### config.mk
export PLATFORM = sky130hd
export DESIGN_NAME = utf8_byte_stream_decoder
export DESIGN_NICKNAME = d
export VERILOG_FILES = /design/src/rtl/utf8d_pkg.sv /design/src/rtl/utf8_byte_stream_decoder.sv /design/src/rtl/utf8d_next.sv
export SDC_FILE = /design/constraint.sdc
export NUM_CORES = 1
export LEC_CHECK = 0
export BUFFER_PORTS_ARGS = -buffer_cell sky130_fd_sc_hd__buf_2
export CORE_MARGIN = 4
export CORE_UTILIZATION = 45
export CTS_CLUSTER_SIZE = 10
export DETAILED_ROUTE_END_ITERATION = 12
export GPL_TIMING_DRIVEN = 1
export MAX_ROUTING_LAYER = met4
export PLACE_DENSITY = 0.72
export SYNTH_ARGS = -nofsm -noshare
export SYNTH_HDL_FRONTEND = slang
export SYNTH_SLANG_ARGS = --single-unit
### constraint.sdc
create_clock -name clk_i -period 4.64 [get_ports clk_i]
set_input_delay 1.16 -clock clk_i [delete_from_list [all_inputs] [get_ports clk_i]]
set_output_delay 1.16 -clock clk_i [all_outputs]
set_load 0.01 [all_outputs]
### src/rtl/utf8d_pkg.sv
`timescale 1ns / 1ps

package utf8d_pkg;

  localparam int unsigned ByteW    = 8;
  localparam int unsigned HeldW    = 2;
  localparam int unsigned PartialW = 18;
  localparam int unsigned CpW      = 21;
  localparam int unsigned LenW     = 3;

  localparam logic [ByteW-1:0] SurrLead = 8'hED;
  localparam logic [ByteW-1:0] SurrMask = 8'hA0;
  localparam logic [ByteW-1:0] DropMark = 8'h00;
  localparam logic [ByteW-1:0] Lead2Lo  = 8'd192;
  localparam logic [ByteW-1:0] Lead3Lo  = 8'd224;
  localparam logic [ByteW-1:0] Lead4Lo  = 8'd240;
  localparam logic [ByteW-1:0] Lead4Hi  = 8'd247;

  localparam logic [HeldW-1:0] HeldNone = 2'd0;
  localparam logic [HeldW-1:0] HeldLead = 2'd1;
  localparam logic [HeldW-1:0] HeldTwo  = 2'd2;

  typedef struct packed {
    logic [ByteW-1:0]    lead;
    logic [HeldW-1:0]    held;
    logic [PartialW-1:0] partial;
  } utf8d_state_t;

  typedef struct packed {
    utf8d_state_t     nxt;
    logic             emit;
    logic [CpW-1:0]   cp;
  } utf8d_step_t;

  function automatic logic [LenW-1:0] utf8d_seq_len(input logic [ByteW-1:0] lead);
    logic [LenW-1:0] len;
    if (!lead[7]) begin
      len = 3'd3;
    end else if (lead >= Lead2Lo && lead < Lead3Lo) begin
      len = 3'd2;
    end else if (lead >= Lead3Lo && lead < Lead4Lo) begin
      len = 3'd3;
    end else begin
      len = 3'd4;
    end
    return len;
  endfunction

  function automatic logic utf8d_lead_ok(input logic [ByteW-1:0] lead);
    return (lead >= Lead2Lo) && (lead <= Lead4Hi);
  endfunction

endpackage

### src/rtl/utf8_byte_stream_decoder.sv
`timescale 1ns / 1ps
// A code point enters the output register when the byte closing its sequence
// advances from the input register.
// Throughput: one byte per cycle; the sequence state updates from the input
// register. A byte waits there while an untaken output beat is held.
// Reset (rst_ni low, asynchronous): empties both registers and closes any open
// sequence.

module utf8_byte_stream_decoder (
  input  logic        clk_i,
  input  logic        rst_ni,
  input  logic        in_valid_i,
  output logic        in_ready_o,
  input  logic [7:0]  data_byte_i,
  input  logic        string_end_i,
  output logic        out_valid_o,
  input  logic        out_ready_i,
  output logic [20:0] code_point_o
);
  import utf8d_pkg::*;

  logic           in_vld_q;
  logic [7:0]     byte_q;
  logic           end_q;
  utf8d_state_t   state_q;
  logic           out_vld_q;
  logic [CpW-1:0] cp_q;
  logic           advance;
  utf8d_step_t    step;

  assign advance    = in_vld_q && (!out_vld_q || out_ready_i);
  assign in_ready_o = !in_vld_q || advance;

  utf8d_next u_next (
    .state_i      (state_q),
    .data_byte_i  (byte_q),
    .string_end_i (end_q),
    .step_o       (step)
  );

  always_ff @(posedge clk_i or negedge rst_ni) begin
    if (!rst_ni) begin
      in_vld_q  <= 1'b0;
      state_q   <= '0;
      out_vld_q <= 1'b0;
    end else begin
      if (in_ready_o) begin
        in_vld_q <= in_valid_i;
      end
      if (advance) begin
        state_q   <= step.nxt;
        out_vld_q <= step.emit;
      end else if (out_ready_i) begin
        out_vld_q <= 1'b0;
      end
    end
  end

  always_ff @(posedge clk_i) begin
    if (in_valid_i && in_ready_o) begin
      byte_q <= data_byte_i;
      end_q  <= string_end_i;
    end
    if (advance && step.emit) begin
      cp_q <= step.cp;
    end
  end

  assign out_valid_o  = out_vld_q;
  assign code_point_o = cp_q;

  a_end_closes: assert property (@(posedge clk_i) disable iff (!rst_ni)
    advance && end_q |=> state_q.held == HeldNone)
    else $error("sequence left open after string end");

  a_idle_clean: assert property (@(posedge clk_i) disable iff (!rst_ni)
    state_q.held == HeldNone |-> state_q.lead == DropMark && state_q.partial == '0)
    else $error("stale sequence state with no sequence open");

  a_emit_src: assert property (@(posedge clk_i) disable iff (!rst_ni)
    advance && step.emit |=> out_vld_q && cp_q == $past(step.cp))
    else $error("completed code point not registered");

endmodule

### src/rtl/utf8d_next.sv
`timescale 1ns / 1ps

module utf8d_next (
  input  utf8d_pkg::utf8d_state_t state_i,
  input  logic [7:0]              data_byte_i,
  input  logic                    string_end_i,
  output utf8d_pkg::utf8d_step_t  step_o
);
  import utf8d_pkg::*;

  logic [5:0]      cont;
  logic [LenW-1:0] total;
  logic [LenW-1:0] n;
  logic [CpW-1:0]  lead_part;
  logic [CpW-1:0]  full_cp;
  utf8d_step_t     step;

  assign cont  = data_byte_i[5:0];
  assign total = utf8d_seq_len(state_i.lead);
  assign n     = {1'b0, state_i.held} + 3'd1;

  always_comb begin
    case (total)
      3'd2:    lead_part = {10'd0, state_i.lead[4:0], 6'd0};
      3'd3:    lead_part = {5'd0, state_i.lead[3:0], 12'd0};
      default: lead_part = {state_i.lead[2:0], 18'd0};
    endcase
  end

  assign full_cp = lead_part | {state_i.partial[14:0], 6'd0} | {15'd0, cont};

  always_comb begin
    step      = '0;
    step.nxt  = state_i;
    if (state_i.held == HeldNone) begin
      if (!data_byte_i[7]) begin
        step.emit = 1'b1;
        step.cp   = {13'd0, data_byte_i};
      end else begin
        step.nxt.lead    = data_byte_i;
        step.nxt.held    = HeldLead;
        step.nxt.partial = '0;
      end
    end else if (state_i.held == HeldLead && state_i.lead == SurrLead &&
                 (data_byte_i & SurrMask) == SurrMask) begin
      // drop the whole surrogate sequence
      step.nxt.lead    = DropMark;
      step.nxt.held    = HeldTwo;
      step.nxt.partial = '0;
    end else if (n >= total) begin
      step.emit = utf8d_lead_ok(state_i.lead);
      step.cp   = full_cp;
      step.nxt  = '0;
    end else begin
      step.nxt.held    = n[HeldW-1:0];
      step.nxt.partial = {state_i.partial[11:0], cont};
    end
    if (string_end_i && step.nxt.held != HeldNone) begin
      step.nxt = '0;
    end
  end

  assign step_o = step;

endmodule

After elaboration in Yosys (flattened, before gate mapping):

Cells that the tools add are included.

* register bits after elaboration: 57
* bits in latches: 0
* bits in writable memories: 0
* bits in read-only memories: 0
* output and inout bits: 23
* word-level logic and storage cells: 57
* memories: 0

* $add $sub $neg: 1
* multipliers: 0
* divide/modulo/power cells: 0
* magnitude comparators: 6
* eq/ne operators: 6
* shifts and indexed selects: 0
* mux-type cells: 15
* bitwise operators: 2
* reduce and logical (&&, ||, !) cells: 19

Operator list (count)
* $mux 28: 3
* $mux 22: 3
* $mux 50: 1
* $pmux 21 s2: 1
* $or 21x21->21: 1
* $or 21x6->21: 1
* $mux 20: 1
* $ge 8x8->1 const B: 2
* $lt 8x8->1 const B: 2
* $logic_and 1x1->1: 9
* $mux 3: 3
* $eq 8x8->1 const B: 1
* $le 8x8->1 const B: 1
* $mux 8: 1
* $eq 3x2->1 const B: 2
* $reduce_bool 2->1: 2
* $reduce_bool 4->1: 1
* $add 2x1->3 const B: 1
* $ge 3x3->1: 1
* $ne 3x3->1 const B: 1
* $reduce_and 3->1: 1
* $eq 2x1->1 const B: 1
* $eq 2x2->1 const B: 1
* $logic_not 1->1: 2
* 4 further kinds: 6

Depth between registers and ports, before layout:

Gate-level depths: netlist (run 1).

* word-level depth: 16
* depth in mapped cells: 11

Hierarchy:

From an unflattened synthesis (run 1), not the netlist that was laid out.

* cells, all modules: 260
* area total of the unflattened synthesis: 3158.0 sq um

By module, submodules not included
* utf8_byte_stream_decoder: times used 1, cells an instance 99, area an instance 2143.3 sq um, sequential area each 1651.6 sq um
* utf8d_next: times used 1, cells an instance 161, area an instance 1014.7 sq um, sequential area each 0.0 sq um

Worst setup path before layout (run 1):

OpenSTA, ideal clock, no wires.

* path kind: flip-flop to flip-flop
* start point: register state_q[25] (netlist bit)
* end point: register cp_q[0] (netlist: code_point_o[0]), enable pin
* arrival time: 3.019 ns
* required time: 4.241 ns
* setup slack: 1.222 ns
* stages on the path, launching flop included: 12
* cells stage by stage: dfrtp_1 -> nand3b_1 -> nand2_1 -> nor2_1 -> inv_1 -> ha_1 -> a21o_1 -> a31oi_1 -> or3b_1 -> buf_6 -> o31a_1 -> nor2_1

* word-level cells in the longest chain between the ends: 10
* elaborated cells between the ends (all ways): 19
* those cells by class: order compare (6); eq/ne (1); mux (6); reduce/logical (6)

RTL lines
* start: declaration: line utf8_byte_stream_decoder.sv:25 `utf8d_state_t state_q;`
* start signal: assignment: line utf8_byte_stream_decoder.sv:51 `state_q <= step.nxt;`
* $ge 8x8->1 / $lt 8x8->1 (equally long branches): line utf8d_pkg.sv:41 `end else if (lead >= Lead3Lo && lead < Lead4Lo) begin`
* $logic_and 1x1->1: line utf8d_pkg.sv:41
* $mux 3: line utf8d_pkg.sv:41
* $mux 3: line utf8d_pkg.sv:39 `end else if (lead >= Lead2Lo && lead < Lead3Lo) begin`
* $mux 3: line utf8d_pkg.sv:37 `if (!lead[7]) begin`
* $ge 3x3->1: line utf8d_next.sv:50 `end else if (n >= total) begin`
* $mux 22: line utf8d_next.sv:50
* $mux 22 *: line utf8d_next.sv:44 `end else if (state_i.held == HeldLead && state_i.lead == SurrLead &&`
* $mux 50 *: line utf8d_next.sv:35 `if (state_i.held == HeldNone) begin`
* $logic_and 1x1->1 *: line utf8_byte_stream_decoder.sv:64 `if (advance && step.emit) begin`
* end signal: assignment: line utf8_byte_stream_decoder.sv:65 `cp_q <= step.cp;`
* end: declaration: line utf8_byte_stream_decoder.sv:27 `logic [CpW-1:0] cp_q;`

Mark *: on every way between the ends. The rest lies on a longest branch, timed or not.
A chain may end at the register's enable or synchronous reset.

Worst setup path after layout (run 1):

* start point: register state_q[24] (netlist bit)
* end point: register cp_q[9] (netlist: code_point_o[9]), enable pin

The elaborated chain is that of the path after synthesis.

==> qor.csv, run 1 <==
stage;metric;value;unit
critical_path;most frequent CP cell;nor2_1;
sta;fin crit share;71.7;%
die;Die X-Extent;81.5;um
finish;post-route cell area;0.00283;sq mm
min_path;Worst Hold End;state_q[13];
clock_network;CTS H-Tree Depth;3;
min_path;Hold Path Cell Cnt;2;
finish;final net count;268;
critical_path;crit-path cells;nand3b_1 -> nand2_1 -> nor2_1 -> inv_1 -> ha_1 -> a21o_1 -> a31oi_1 -> or3b_1 -> o31a_1 -> nor2_1 -> buf_4;
finish;number of fillers in the final layout;452;
clock_network;CTS Buf Count;9;
clock_network;CTS Hold Bufs;0;
synthesis;Synth cell types;36;
grt;total track usage;17.3;%
sta;Tmin final;3.33;ns
grt;initial antenna violation count;0;
sta;slew margin rel.;34.6;%
power;Leak;1.17;nW
clock_network;CTS tree;yes;
sta;Setup TNS Final;0;ns
clock_network;Clock Tree Root;clkbuf_8;
sta;WHS;0.505;ns
sta;Peak Freq;0.300;GHz
synthesis;flops & latches, synth;57;
clock_network;clk sink count;57;
synthesis;Syn Std Cell Area;0.00243;sq mm
finish;Antenna diodes;0;
critical_path;R2R setup slack;1.31;ns
sta;Clock Skew;0.0106;ns
synthesis;Syn Area/Cell;11.8;sq um
detailed_routing;DRT Pass-1 Iters;4;
critical_path;CP max stage delay;0.64;ns
synthesis;top cells by area, synth;edfxtp_1, dfrtp_1, nand2_1;
finish;layout cells sized above 1;22.0;%
synthesis;most frequent cell after synthesis;nand2_1;
sta;Slew @ Worst Pin;0.973;ns
min_path;Hold Crit Class;reg2reg;
synthesis;number of enable flip-flop cells after synthesis;30;
critical_path;CP max stage cell;or3b_1;
detailed_routing;Post-Route WL;4.83;mm
detailed_routing;DRT antenna net count;0;
grt;vias in the first global route;1662;
critical_path;family with the most delay on the worst path;simple AND/OR/NAND/NOR gates;
critical_path;Critical Path Fanout Max;21;
grt;largest net degree at the start of global routing;28;
synthesis;Synth area leader;edfxtp_1;
synthesis;commonest cells in the netlist;nand2_1, edfxtp_1, dfrtp_1;
die;Core Rows;26;
grt;total global routing overflow;0;
die;Starting Density;47.0;%
detailed_routing;DR vias;1697;
critical_path;CP startpoint kind;flop;
synthesis;Synth top area share;37.0;%
synthesis;ys async rst share;47.4;%
power;maximum vdd drop;239;uV
critical_path;Crit. End Element;flop;
die;IO Pins;36;
clock_network;worst-skew pair later-pin latency;0.34;ns
detailed_routing;Vias/cell;5.24;
grt;first-pass GRT wire length;8.22;mm
clock_network;clock buffer depth;2;
status;status;finished, final reports clean;
sta;Slew Limit Fails;0;
place;placed inst area;0.00267;sq mm
critical_path;Setup CP Type;reg2reg;
critical_path;worst reg2reg endpoint;code_point_o[9];
detailed_routing;DRT iter0 DRCs;171;
die;die area;0.00665;sq mm
sta;RSZ-0062 raised after global routing;no;
power;Tot Pwr;0.00155;W
clock_network;postcts setup bufs;0;
place;GP Congestion;0.913;
die;Vert. Die Dim;81.5;um
synthesis;dominant synthesized flop cell;edfxtp_1;
detailed_routing;DRC Markers;0;
die;Core ar.;0.00517;sq mm
place;DP HPWL;3.43;mm
critical_path;r2r worst-path depth;11;
clock_network;CTS resizes;0;
power;Power Dens Cells;549;mW/mm^2
synthesis;sequential-to-total area share from yosys stat;64.8;%
clock_network;Clock transition at path regs;0.07;ns
synthesis;Cells after Synth;207;
critical_path;CP required;4.65;ns
sta;setup violators final;0;
critical_path;Reg-to-Reg Start;state_q[24];
finish;P&R area growth vs syn;16.5;%
synthesis;syn_nets;226;
synthesis;Syn. warnings;0;
run;MaxCap Viol Count;0;
place;port bufs;35;
sta;Final Hold Viols;0;
min_path;Worst Min Path Start;state_q[13];
critical_path;critical path buffer and inverter count;2;
detailed_routing;drt wl/cell;14.9;um
critical_path;crit path DAT;3.34;ns
routing by layer:
| metal | part of all wire, % | global-route usage [%] | vias up | wire length (um) |
|---|---|---|---|---|
| li1 | - | - | 819 | - |
| met1 | 49 | 24.3 | 797 | 2370 |
| met2 | 42 | 23.4 | 70 | 2020 |
| met3 | 7.2 | 5.48 | 11 | 348 |
| met4 | 1.7 | 6.76 | 0 | 81 |
| met5 | 0 | - | - | 0 |
placed cells by master (no fill, tap or decap), drive strengths merged, types with 2 or more instances in the layout:
master and instances:
a21o 4, o21ai 15, clkbuf 9, a22o 8
buf 36, a21oi 14, nand2b 6, dfrtp 27
nor2 19, nand3b 4, clkinvlp 2, and2 7
clkinv 5, nor3 2, o22ai 3, edfxtp 30
nand2 34, nand3 2, inv 8, ha 6
how the worst max path moves through the flow:
| stage | cells past startpoint | startpoint | to |
|---|---|---|---|
| global route | 11 | state_q[24] | code_point_o[7] |
| finish | 11 | state_q[24] | code_point_o[9] |
| CTS | 11 | state_q[24] | code_point_o[9] |
| global placement | 11 | state_q[25] | code_point_o[11] |
| floorplan | 11 | state_q[25] | code_point_o[0] |
| detailed placement | 11 | state_q[24] | code_point_o[17] |
worst reg2reg max path, cell delays in order, from the launching register on:
cell	delay, ns
dfrtp_1	0.41
nand3b_1	0.13
nand2_1	0.15
nor2_1	0.34
inv_1	0.08
ha_1	0.30
a21o_1	0.11
a31oi_1	0.05
or3b_1	0.64
o31a_1	0.41
nor2_1	0.09
buf_4	0.28
final cells by class:
class                           instances  area, sq um  share of cell area (%)
Clock buffer                            9          124                    4.37
Clock inverter                          7         37.5                    1.33
Inverter                                8         30.0                    1.06
Multi-Input combinational cell        137          795                    28.0
Sequential cell                        57         1580                    55.7
Tap cell                               70         87.6                    3.09
Timing Repair Buffer                   36          183                    6.45
flip-flops by register name, indices dropped and copies added, names as in the netlist:
register / flops
in_vld_q: 1
code_point_o: 21
end_q: 1
byte_q: 8
out_valid_o: 1
state_q: 25
stage by stage:
step	cells	utilization (%)	worst slack, ns
2_1_floorplan	207	-	1.22
3_3_place_gp	308	51.6	1.49
3_5_place_dp	308	51.6	1.36
4_1_cts	324	54.8	1.34
5_1_grt	324	54.8	1.08
6_report	324	54.8	1.31
power breakdown:
group	leakage, nW	switching, W	internal, W
Clock	0.0799	0.000195	0.000186
Combinational	0.438	0.000283	0.000161
Sequential	0.653	0.0000821	0.000646
kinds of logic (layout without fill, tap and decap cells):
logic type | Yosys count | after routing | synth area share, %
AO/OA/AOI/OAI | 51 | 51 | 14.0
adder cells (fa/ha/maj) | 6 | 6 | 3.09
buffers and inverters | 13 | 60 | 2.52
flip-flops | 57 | 57 | 64.8
AND/OR/NAND/NOR | 80 | 80 | 15.5
No activity file was read; power rests on OpenSTA's default activity.
==> run 2, diff against run 1 <==
--- a/config.mk
+++ b/config.mk
@@ -5,6 +5,7 @@
 export SDC_FILE = /design/constraint.sdc
 export NUM_CORES = 1
 export LEC_CHECK = 0
+export ABC_AREA = 1
 export BUFFER_PORTS_ARGS = -buffer_cell sky130_fd_sc_hd__buf_2
 export CORE_MARGIN = 4
 export CORE_UTILIZATION = 45
@@ -12,7 +13,7 @@
 export DETAILED_ROUTE_END_ITERATION = 12
 export GPL_TIMING_DRIVEN = 1
 export MAX_ROUTING_LAYER = met4
-export PLACE_DENSITY = 0.72
+export PLACE_DENSITY = 0.74
 export SYNTH_ARGS = -nofsm -noshare
 export SYNTH_HDL_FRONTEND = slang
 export SYNTH_SLANG_ARGS = --single-unit
==> constraint.sdc (replaced) <==
create_clock -name clk_i -period 2.9 [get_ports clk_i]
set_input_delay 0.725 -clock clk_i [delete_from_list [all_inputs] [get_ports clk_i]]
set_output_delay 0.725 -clock clk_i [all_outputs]
set_load 0.01 [all_outputs]
==> run 2 against run 1 <==
Against the previous run: utilization rose by 0.36 points; combinational power rose to 3.8 times the previous value; cell area rose by 17%; area after synthesis rose by 17%; global-route usage rose by 0.36 points; final cell count rose by 31%; clock-buffer cell count did not move; die area rose by 15%; worst setup slack got worse by 0.98 ns; synthesized cell count rose by 48%; critical path type unchanged; largest cell class unchanged; largest power group is now combinational cells; highest routed layer unchanged.
==> qor.csv, run 2 <==
stage;metric;value;unit
status;status;finished, final reports clean;
grt;total global routing overflow;0;
critical_path;Critical Path Fanout Max;9;
sta;WHS;0.416;ns
critical_path;crit path DAT;2.79;ns
critical_path;R2R setup slack;0.33;ns
synthesis;sequential-to-total area share from yosys stat;55.3;%
die;Die X-Extent;87.6;um
synthesis;syn_nets;325;
synthesis;Synth cell types;27;
finish;most frequent cells in the layout;nand2_1, nor2_1, nand3_1, buf_2;
sta;setup violators final;0;
sta;Setup TNS Final;0;ns
die;Core ar.;0.00603;sq mm
synthesis;Synth Area in Compound Gates;10.8;%
detailed_routing;DR vias;2156;
min_path;Hold Crit Class;in2async;
grt;GR peak layer;met1;
sta;Slew @ Worst Pin;0.653;ns
synthesis;Post-Synth Simple-Gate Area;23.9;%
synthesis;area share of fa/ha/maj cells after synthesis;2.63;%
clock_network;CTS Buf Count;9;
synthesis;top cells by area, synth;edfxtp_1, dfrtp_1, nand2_1;
detailed_routing;DRT iter0 DRCs;188;
synthesis;commonest cells in the netlist;nand2_1, nor2_1, nand3_1;
finish;final core occ;55.1;%
place;Place WS;0.181;ns
sta;Peak Freq;0.389;GHz
sta;final worst slack;0.331;ns
grt;initial antenna violation count;0;
critical_path;r2r worst-path depth;15;
power;Power Dens Cells;1130;mW/mm^2
clock_network;clk sink count;57;
finish;P&R area growth vs syn;16.5;%
die;Core Rows;28;
detailed_routing;Post-Route WL;5.76;mm
clock_network;worst-skew pair later-pin latency;0.33;ns
synthesis;flops & latches, synth;57;
critical_path;worst reg2reg endpoint;state_q[22];
synthesis;Synth top area share;31.6;%
grt;first-pass GRT wire length;9.96;mm
synthesis;Syn Std Cell Area;0.00285;sq mm
finish;Largest register FFs;25;
detailed_routing;DRC Markers;0;
finish;Antenna diodes;0;
synthesis;Syn. warnings;0;
synthesis;Synth Area in XOR/XNOR;0;%
grt;total track usage;17.7;%
detailed_routing;DRT Pass-1 Iters;4;
synthesis;main combinational cell family by area after synthesis;simple AND/OR/NAND/NOR gates;
die;IO Pins;36;
grt;largest net degree at the start of global routing;31;
sta;RSZ-0062 raised after global routing;no;
finish;Largest Register;state_q;
grt;GRT met1 Usage;24.9;%
synthesis;Syn Area/Cell;9.32;sq um
grt;vias in the first global route;2093;
clock_network;clock buffer depth;2;
sta;Final Hold Viols;0;
die;Vert. Die Dim;87.6;um
clock_network;CTS tree;yes;
grt;grt met3 use;3.76;%
clock_network;Clock transition at path regs;0.07;ns
power;maximum vdd drop;662;uV
synthesis;Cells after Synth;306;
synthesis;Synth area leader;edfxtp_1;
detailed_routing;drt wl/cell;13.5;um
critical_path;Crit. End Element;flop;
critical_path;Setup CP Type;reg2reg;
sta;fin crit share;88.6;%
critical_path;Reg-to-Reg Start;state_q[27];
place;number of instances in the placed design;410;
die;die area;0.00767;sq mm
sta;Clock Skew;0.00568;ns
synthesis;dominant synthesized flop cell;edfxtp_1;
die;Starting Density;47.3;%
place;DP HPWL;4.16;mm
sta;Slew Limit Fails;0;
place;port bufs;35;
run;MaxCap Viol Count;0;
critical_path;CP required;3.12;ns
detailed_routing;DRT antenna net count;0;
finish;final net count;365;
synthesis;most frequent cell after synthesis;nand2_1;
grt;grt met2 use;24.8;%
detailed_routing;Vias/cell;5.06;
finish;commonest non-fill, non-tap cell in the layout;nand2_1;
synthesis;number of enable flip-flop cells after synthesis;30;
sta;Tmin final;2.57;ns
synthesis;post-synthesis mux area share;0;%
clock_network;CTS H-Tree Depth;3;
finish;layout cells sized above 1;25.4;%
finish;final non-filler cell total;426;
clock_network;postcts setup bufs;0;
critical_path;CP startpoint kind;flop;
sta;slew margin rel.;56.5;%
place;GP Congestion;0.906;
clock_network;Clock Tree Root;clkbuf_8;
power;Leak;1.44;nW
synthesis;ys async rst share;47.4;%
run 2: cell count changes in the layout (fill, tap and decap cells not counted), moves of 8 or more:
cell / delta
inv_1: +22
nand2_1: +30
a22o_1: -8
nor2_1: +18
o21ai_2: +16
nand3_1: +33
run 2: metrics by stage:
step	instance area, sq um	total power [W]
after CTS	3310	0.00375
final	3320	0.00375
after global routing	3320	0.00405
after floorplan	2850	0.00255
after global placement	3090	0.00291
after detailed placement	3090	0.00294
run 2: worst max-delay path by stage:
stage,start,to,slack [ns],cells after the start
6_report,state_q[27],state_q[22],0.33,15
3_3_place_gp,state_q[24],state_q[10],0.30,16
4_1_cts,state_q[27],state_q[2],0.16,15
5_1_grt,state_q[24],state_q[13],0.04,13
3_5_place_dp,state_q[27],state_q[2],0.18,15
2_1_floorplan,state_q[27],code_point_o[0],0.33,11
run 2: logic make-up after synthesis:
logic type               after synthesis
AO/OA/AOI/OAI                         47
adder cells (fa/ha/maj)                6
AND/OR/NAND/NOR                      152
buffers and inverters                 44
flip-flops                            57
run 2: what timing repair did:
item / in CTS / in global routing
hold buffers: 0 / 0
gates resized for setup: 0 / 2
endpoints found under the setup margin: 0 / 16
run 2: final cells by class:
cell class	instances	area [sq um]
inverter	31	116
tap	75	93.8
sequential	57	1580
clock buffer	9	124
multi-input combinational	205	1080
clock inverter	7	93.8
fill	552	2700
timing repair buffer	42	240
run 2: power by group:
group          switching (W)  total (W)  internal (W)
registers           0.000128    0.00123       0.00110
clock network       0.000329   0.000812      0.000483
logic                0.00117    0.00170      0.000534
run 2: worst max-delay path, stage by stage (launching register included):
cell	delay (ns)
dfrtp_1	0.39
nand2_1	0.13
o21ai_1	0.12
nor2_2	0.20
inv_1	0.07
ha_1	0.30
a21oi_1	0.24
nand4_1	0.13
nor2_2	0.17
nor2_4	0.05
nand2_4	0.11
nand2_4	0.08
o21ai_2	0.18
nand2_4	0.14
nand2_1	0.09
nand2_1	0.05
run 2: per-layer routing:
layer | vias to the layer above | part of all wire (%) | wire, um
met4 | 0 | 1.1 | 61
met2 | 64 | 45 | 2580
met5 | - | 0 | 0
met1 | 991 | 49 | 2810
met3 | 4 | 5.4 | 309
li1 | 1097 | - | -
==> run 3, diff against run 2 <==
--- a/config.mk
+++ b/config.mk
@@ -11,7 +11,7 @@
 export CORE_UTILIZATION = 45
 export CTS_CLUSTER_SIZE = 10
 export DETAILED_ROUTE_END_ITERATION = 12
-export GPL_TIMING_DRIVEN = 1
+export GPL_TIMING_DRIVEN = 0
 export MAX_ROUTING_LAYER = met4
 export PLACE_DENSITY = 0.74
 export SYNTH_ARGS = -nofsm -noshare
==> run 3 against run 2 <==
Against the previous run: final cell count up 3.1%; worst setup slack got worse by 0.12 ns; via count grew 3.1%.
==> qor.csv, run 3 (synthesis results as in run 2) <==
stage;metric;value;unit
place;placed inst area;0.00312;sq mm
detailed_routing;drt wl/cell;14.5;um
sta;Slew Limit Fails;0;
clock_network;CTS Buf Count;9;
critical_path;Critical Path Fanout Max;11;
grt;first-pass GRT wire length;10.4;mm
finish;final core occ;57.0;%
sta;Final Hold Viols;0;
finish;final net count;378;
finish;Largest Register;state_q;
critical_path;R2R setup slack;0.21;ns
detailed_routing;Post-Route WL;6.39;mm
clock_network;CTS tree;yes;
grt;total track usage;18.8;%
detailed_routing;DR vias;2223;
finish;number of fillers in the final layout;544;
sta;Clock Skew;0.00929;ns
critical_path;Reg-to-Reg Start;state_q[25];
sta;Tmin final;2.69;ns
detailed_routing;DRT iter0 DRCs;184;
die;Starting Density;47.3;%
power;Leak;1.48;nW
power;Tot Pwr;0.00394;W
place;number of instances in the placed design;416;
critical_path;end of the critical path;code_point_o[5];
finish;P&R area growth vs syn;20.4;%
clock_network;Clock transition at path regs;0.07;ns
grt;largest net degree at the start of global routing;28;
sta;Peak Freq;0.372;GHz
clock_network;CTS Hold Bufs;0;
sta;final worst slack;0.211;ns
detailed_routing;DRC Markers;0;
die;IO Pins;36;
critical_path;crit path DAT;2.73;ns
critical_path;crit path launch;state_q[25];
finish;most frequent cells in the layout;nand2_1, buf_2, nor2_1;
grt;vias in the first global route;2098;
grt;total global routing overflow;0;
critical_path;Crit. End Element;flop;
critical_path;worst reg2reg endpoint;code_point_o[5];
finish;Largest register FFs;25;
die;Core ar.;0.00603;sq mm
finish;layout cells sized above 1;28.3;%
place;GP Congestion;0.902;
place;DP HPWL;4.38;mm
clock_network;Clock Tree Root;clkbuf_8;
detailed_routing;DRT antenna net count;0;
sta;Slew @ Worst Pin;0.656;ns
grt;initial antenna violation count;0;
run;MaxCap Viol Count;0;
sta;setup violators final;0;
place;port bufs;35;
finish;post-route cell area;0.00343;sq mm
clock_network;worst-skew pair later-pin latency;0.35;ns
detailed_routing;Vias/cell;5.06;
critical_path;CP max stage cell;dfrtp_1;
finish;commonest non-fill, non-tap cell in the layout;nand2_1;
place;Place WS;-0.360;ns
critical_path;r2r worst-path depth;12;
finish;Antenna diodes;0;
die;die area;0.00767;sq mm
critical_path;Setup CP Type;reg2reg;
die;Die X-Extent;87.6;um
clock_network;clock buffer depth;2;
critical_path;CP startpoint kind;flop;
critical_path;CP max stage delay;0.44;ns
sta;slew margin rel.;56.2;%
finish;final non-filler cell total;439;
status;status;finished, final reports clean;
critical_path;CP required;2.94;ns
power;maximum vdd drop;448;uV
sta;fin crit share;92.7;%
clock_network;CTS H-Tree Depth;3;
die;Vert. Die Dim;87.6;um
clock_network;clk sink count;57;
detailed_routing;DRT Pass-1 Iters;5;
critical_path;crit-path cells;nand2_1 -> o21ai_4 -> nor2_4 -> inv_1 -> ha_1 -> nand3_1 -> nand3_1 -> nand2_1 -> o21ai_1 -> nand3_2 -> clkinvlp_4 -> buf_4;
die;Core Rows;28;
min_path;Hold Crit Class;in2async;
power;Power Dens Cells;1150;mW/mm^2
-- run 3: changes by cell type in the layout (fill, tap and decap cells not counted), moves of 2 or more --
cell	delta
buf_2	+4
buf_4	+2
nor2_4	+2
clkbuf_1	+4
buf_6	+2
-- run 3: stage by stage --
stage	hold WS (ns)	setup TNS, ns
detailed placement	0.465	-7.73
finish	0.398	0
global route	0.449	-0.0106
global placement	0.462	-5.26
floorplan	0.429	0
CTS	0.421	0
-- run 3: power breakdown --
group	total (W)	internal, W	switching [W]
combinational	0.00189	0.000612	0.00127
sequential	0.00123	0.00110	0.000124
clock	0.000824	0.000500	0.000323
-- run 3: worst min path at each step --
stage	start	end	slack (ns)
CTS	rst_ni	state_q[0]	0.42
floorplan	rst_ni	in_vld_q	0.43
detailed placement	state_q[26]	state_q[26]	0.46
global route	rst_ni	state_q[0]	0.45
finish	rst_ni	state_q[0]	0.40
global placement	state_q[26]	state_q[26]	0.46
-- run 3: per-layer routing --
layer | up-vias | GRT usage [%] | wire [um]
met5 | - | - | 0
met4 | 0 | 8.51 | 78
met3 | 5 | 4.61 | 334
met2 | 65 | 26.8 | 2920
met1 | 1036 | 25.4 | 3050
li1 | 1117 | - | -
-- run 3: final cells by class --
cell class,instances,area [sq um],share of cell area [%]
repair buffers,41,220,6.41
well taps,75,93.8,2.73
clock inverters,6,81.3,2.37
clock buffers,10,138,4.01
plain buffers,13,92.6,2.70
repair inverters,1,7.51,0.219
multi-input cells,205,1100,32.1
flip-flops and latches,57,1580,45.9
inverters,31,120,3.50
-- run 3: what timing repair did --
item	in CTS	in global routing
resized for setup	5	7
endpoints found under the setup margin	35	61
setup buffers	3	3
pin swaps	0	2
cloned	1	0
-- run 3: critical path: cells and delay by family, from the launching register on --
kind	cells	cell delay, ns
flops	1	0.44
buf+inv	3	0.39
compound gates	2	0.28
simple gates	6	0.94
fa+ha+maj	1	0.32
